==> src/rtl/core/tlc_pkg.sv <==
// Shared types and codes of the tripwire line crossing counter.
`timescale 1ns / 1ps

package tlc_pkg;

    typedef enum logic [2:0] {
        ST_CLEAR,
        ST_IDLE,
        ST_LOOK,
        ST_CROSS,
        ST_EMIT,
        ST_SWEEP,
        ST_REPLY
    } t_state;

    typedef struct packed {
        logic pos;
        logic neg;
    } t_sign;

    localparam logic [1:0] ACT_DETECT = 2'd0;
    localparam logic [1:0] ACT_EOF    = 2'd1;
    localparam logic [1:0] ACT_RESET  = 2'd2;
    localparam logic [1:0] ACT_READ   = 2'd3;

    localparam logic [1:0] FILT_BOTH   = 2'd0;
    localparam logic [1:0] FILT_A_TO_B = 2'd1;
    localparam logic [1:0] FILT_B_TO_A = 2'd2;
    localparam logic [1:0] FILT_NONE   = 2'd3;

    localparam logic [2:0] REG_LINE0  = 3'd0;
    localparam logic [2:0] REG_LINE1  = 3'd1;
    localparam logic [2:0] REG_LINE2  = 3'd2;
    localparam logic [2:0] REG_LINE3  = 3'd3;
    localparam logic [2:0] REG_MODES  = 3'd4;
    localparam logic [2:0] REG_ENABLE = 3'd5;

    localparam int GEOM_SLOTS = 4;
    localparam int MODES_W    = 12;

endpackage

==> src/rtl/core/tlc_cross.sv <==
// Cross product sign unit: products registered, sign of their difference next cycle.
`timescale 1ns / 1ps

module tlc_cross #(
    parameter int CW = 16
) (
    input  logic                 i_clk,
    input  logic [CW:0]          i_px,
    input  logic [CW:0]          i_py,
    input  logic [CW:0]          i_ax,
    input  logic [CW:0]          i_ay,
    input  logic [CW:0]          i_bx,
    input  logic [CW:0]          i_by,
    output tlc_pkg::t_sign       o_sign
);

    localparam int DW = CW + 2;
    localparam int PW = 2 * DW;

    logic signed [DW-1:0] dx_pa, dy_pa, dx_ba, dy_ba;
    logic signed [PW-1:0] r_prod_a, r_prod_b;
    logic signed [PW:0]   diff;

    always_comb begin
        dx_pa = $signed({1'b0, i_px}) - $signed({1'b0, i_ax});
        dy_pa = $signed({1'b0, i_py}) - $signed({1'b0, i_ay});
        dx_ba = $signed({1'b0, i_bx}) - $signed({1'b0, i_ax});
        dy_ba = $signed({1'b0, i_by}) - $signed({1'b0, i_ay});
    end

    always_ff @(posedge i_clk) begin
        r_prod_a <= dx_pa * dy_ba;
        r_prod_b <= dy_pa * dx_ba;
    end

    always_comb begin
        diff       = $signed({r_prod_a[PW-1], r_prod_a}) - $signed({r_prod_b[PW-1], r_prod_b});
        o_sign.neg = diff[PW];
        o_sign.pos = !diff[PW] && (diff != '0);
    end

endmodule
==> config.mk <==
export PLATFORM = sky130hd
export DESIGN_NAME = tlc_cross
export DESIGN_NICKNAME = d
export VERILOG_FILES = /design/src/rtl/core/tlc_pkg.sv /design/src/rtl/core/tlc_cross.sv
export SDC_FILE = /design/constraint.sdc
export NUM_CORES = 2
export LEC_CHECK = 0
export BUFFER_PORTS_ARGS = -buffer_cell sky130_fd_sc_hd__buf_2
export CORE_MARGIN = 5
export CORE_UTILIZATION = 60
export DETAILED_ROUTE_END_ITERATION = 8
export PLACE_DENSITY_LB_ADDON = 0.2
export SLEW_MARGIN = 20
export SYNTH_ARGS = -nofsm -noshare
export SYNTH_HDL_FRONTEND = slang
export SYNTH_SLANG_ARGS = --single-unit
==> constraint.sdc <==
create_clock -name i_clk -period 20.1 [get_ports i_clk]
set_input_delay 4.02 -clock i_clk [delete_from_list [all_inputs] [get_ports i_clk]]
set_output_delay 4.02 -clock i_clk [all_outputs]
set_load 0.01 [all_outputs]
==> results.cfg <==
[run_status]
status = complete, no violations

[routing]
num_vias = 24300
antenna_left = 0
first_pass_iters = 6
viasPerCell = 5.63
wl_per_cell_um = 19.2
drt_iter0_drc = 1854
drc = 0
wirelength_um = 82800

[die]
die_area_um2 = 55900
coreArea_um2 = 51100
start_util_pct = 60.2
fp.dieW_um = 236
ios = 105
rows = 83
fp.dieH_um = 236

[grt]
grt_pass1_vias = 25100
grt_usage_pct = 30.4
antenna_found_initial = 0
grt_overflow = 0
grt_start_max_net_pins = 20
grt_pass1_wl_um = 134000

[setup_path]
cp_slowest_cell = mux2i_1
start_kind = input port
path_class = in -> reg
endpoint_kind = flip-flop
cp_common_cell = fa_1
cp_max_fo = 7
critPathArrivalTime_ps = 13740
cp.required_ps = 20370
slowest_delay_ps = 810

[placed_design]
place_congestion = 0.981
dp_hpwl_um = 70400
dp_cells = 4305
port-buffer-count = 104
post_dp_cell_area_um2 = 32200

[synth]
synthSimpleGateAreaFrac_pct = 15.9
synthArstFlopShare_pct = 0
ys_top_cells_by_area = fa_1, ha_1, inv_1
synth_area_um2 = 30700
syn-num-nets = 4611
synthAdderAreaFrac_pct = 55.0
synth_top_area_share_pct = 43.3
ys_warn_count = 0
syn_avg_cell_area_um2 = 8.65
yosys.area.top_type = fa_1
synth_top_family_by_area = adder cells
synth_edf_count = 0
synth-seq-cells = 72
netlist_instances = 3555
synth-xor-area-share_pct = 3.52
synth_mux_area_share_pct = 0.232
ys_seq_area_share_pct = 4.69
synth.distinct_cells = 89
synth_flop_cell = dfxtp_1
synth_compound_area_share_pct = 8.88

[hold_path]
hold_path_end = r_prod_b[0]$_DFF_P_
hp-class = in -> reg
whs_path_depth = 4
min_from = i_ax[0]

[sta]
worst_pin_slew_ps = 1140
maxSlewViolCount = 0
max_freq_mhz = 74.2
maxSlewHeadroom_pct = 23.8
finalHoldViolCount = 0
final-setup-viol-count = 0
setup-tns-final_ps = 0
post-route-period-util_pct = 67.1
post-route-min-period_ps = 13480
rsz0062_at_grt = false

[cts]
cts_setup_buffers = 0
root_buffer = clkbuf_16
postCtsHoldBufs = 0
cts_buffer_depth = 2
cts_tree = yes
cts_made_buffers = 9
cts_resized = 0
htreeDepth = 3
cts.sinks = 72
cts.clk_slew.worst_paths_ps = 60

[final_layout]
final_common_cell = inv_1
fillers = 4507
antenna_cells = 0
final_cell_area_um2 = 32500
drive_above_1_share_pct = 6.59
final_cell_mix = inv_1, fa_1, nand2_1
nNetsFinal = 4692
post-route-util_pct = 63.7
multiInputGateArea_um2 = 25800
regArea_um2 = 1440
area_growth_pct = 5.83
final_cells = 4320

[run]
maxCapViolCount = 0
[routing by layer]
metal / wire length [µm] / GRT usage [%] / vias to the layer above
met2: 38000 / 48.5 / 1070
met1: 33700 / 41.7 / 12000
li1: - / - / 11000
met4: 3850 / 11.5 / 0
met3: 7270 / 5.88 / 210
met5: 0 / 0 / -
[synthesized netlist by cell type (14+ instances only)]
library cell,number
nor2b_1,62
dfxtp_1,72
nor2_1,275
o21ai_0,76
xnor2_1,90
nand2b_1,86
buf_2,14
and2_1,58
a21oi_1,103
inv_1,856
a31oi_1,18
nor3_1,42
o21ai_1,14
fa_1,665
xor2_1,28
and3_1,15
a21o_1,40
ha_1,288
or3_1,20
or2_2,20
clkbuf_1,67
nand2_1,400
o21bai_1,14
nand3_1,20
[logic make-up (layout without fill, tap and decap cells)]
group	count (synthesis)	count (layout)
multiplexers	7	7
flip-flops	72	72
AO/OA/AOI/OAI	403	403
XOR/XNOR	121	121
buffers and inverters	949	1034
AND/OR/NAND/NOR	1050	1050
adder cells (fa/ha/maj)	953	953
[cell type report]
class                   count  area share [%]
flip-flops and latches     72            4.43
multi-input cells        2534            79.2
clock inverters             6           0.261
inverters                 859            9.91
repair buffers            160            2.89
well taps                 680            2.61
clock buffers               9           0.692
[through the flow]
| stage | hold slack (ps) | setup WS [ps] |
|---|---|---|
| floorplan | 4630 | 7960 |
| detailed placement | 4640 | 6380 |
| finish | 4280 | 6620 |
| global route | 4290 | 6070 |
| global placement | 4620 | 6430 |
| CTS | 4270 | 6700 |
[registers in the layout (all words and copies together) (netlist names)]
name / count
r_prod_b: 36
r_prod_a: 36
[worst max-delay path, delay by kind of cell]
family	cells	cell delay, ps
AOI/OAI and AO/OA	12	2980
adders and majority gates	9	4050
buffers and inverters	5	320
muxes	1	810
and+or+nand+nor	6	1550
[how the worst max path moves through the flow]
stage / startpoint / end / slack, ps / cells past startpoint
finish: i_ay[0] / r_prod_b[32]$_DFF_P_ / 6620 / 33
global route: i_ay[0] / r_prod_b[32]$_DFF_P_ / 6070 / 33
CTS: i_ay[0] / r_prod_b[32]$_DFF_P_ / 6700 / 33
detailed placement: i_ay[0] / r_prod_b[32]$_DFF_P_ / 6380 / 33
global placement: i_ay[0] / r_prod_b[32]$_DFF_P_ / 6430 / 33
floorplan: i_py[0] / r_prod_b[32]$_DFF_P_ / 7960 / 35
Power is not shown: default switching activity piles up to over one toggle a cycle in this logic, so the estimate is an artifact.
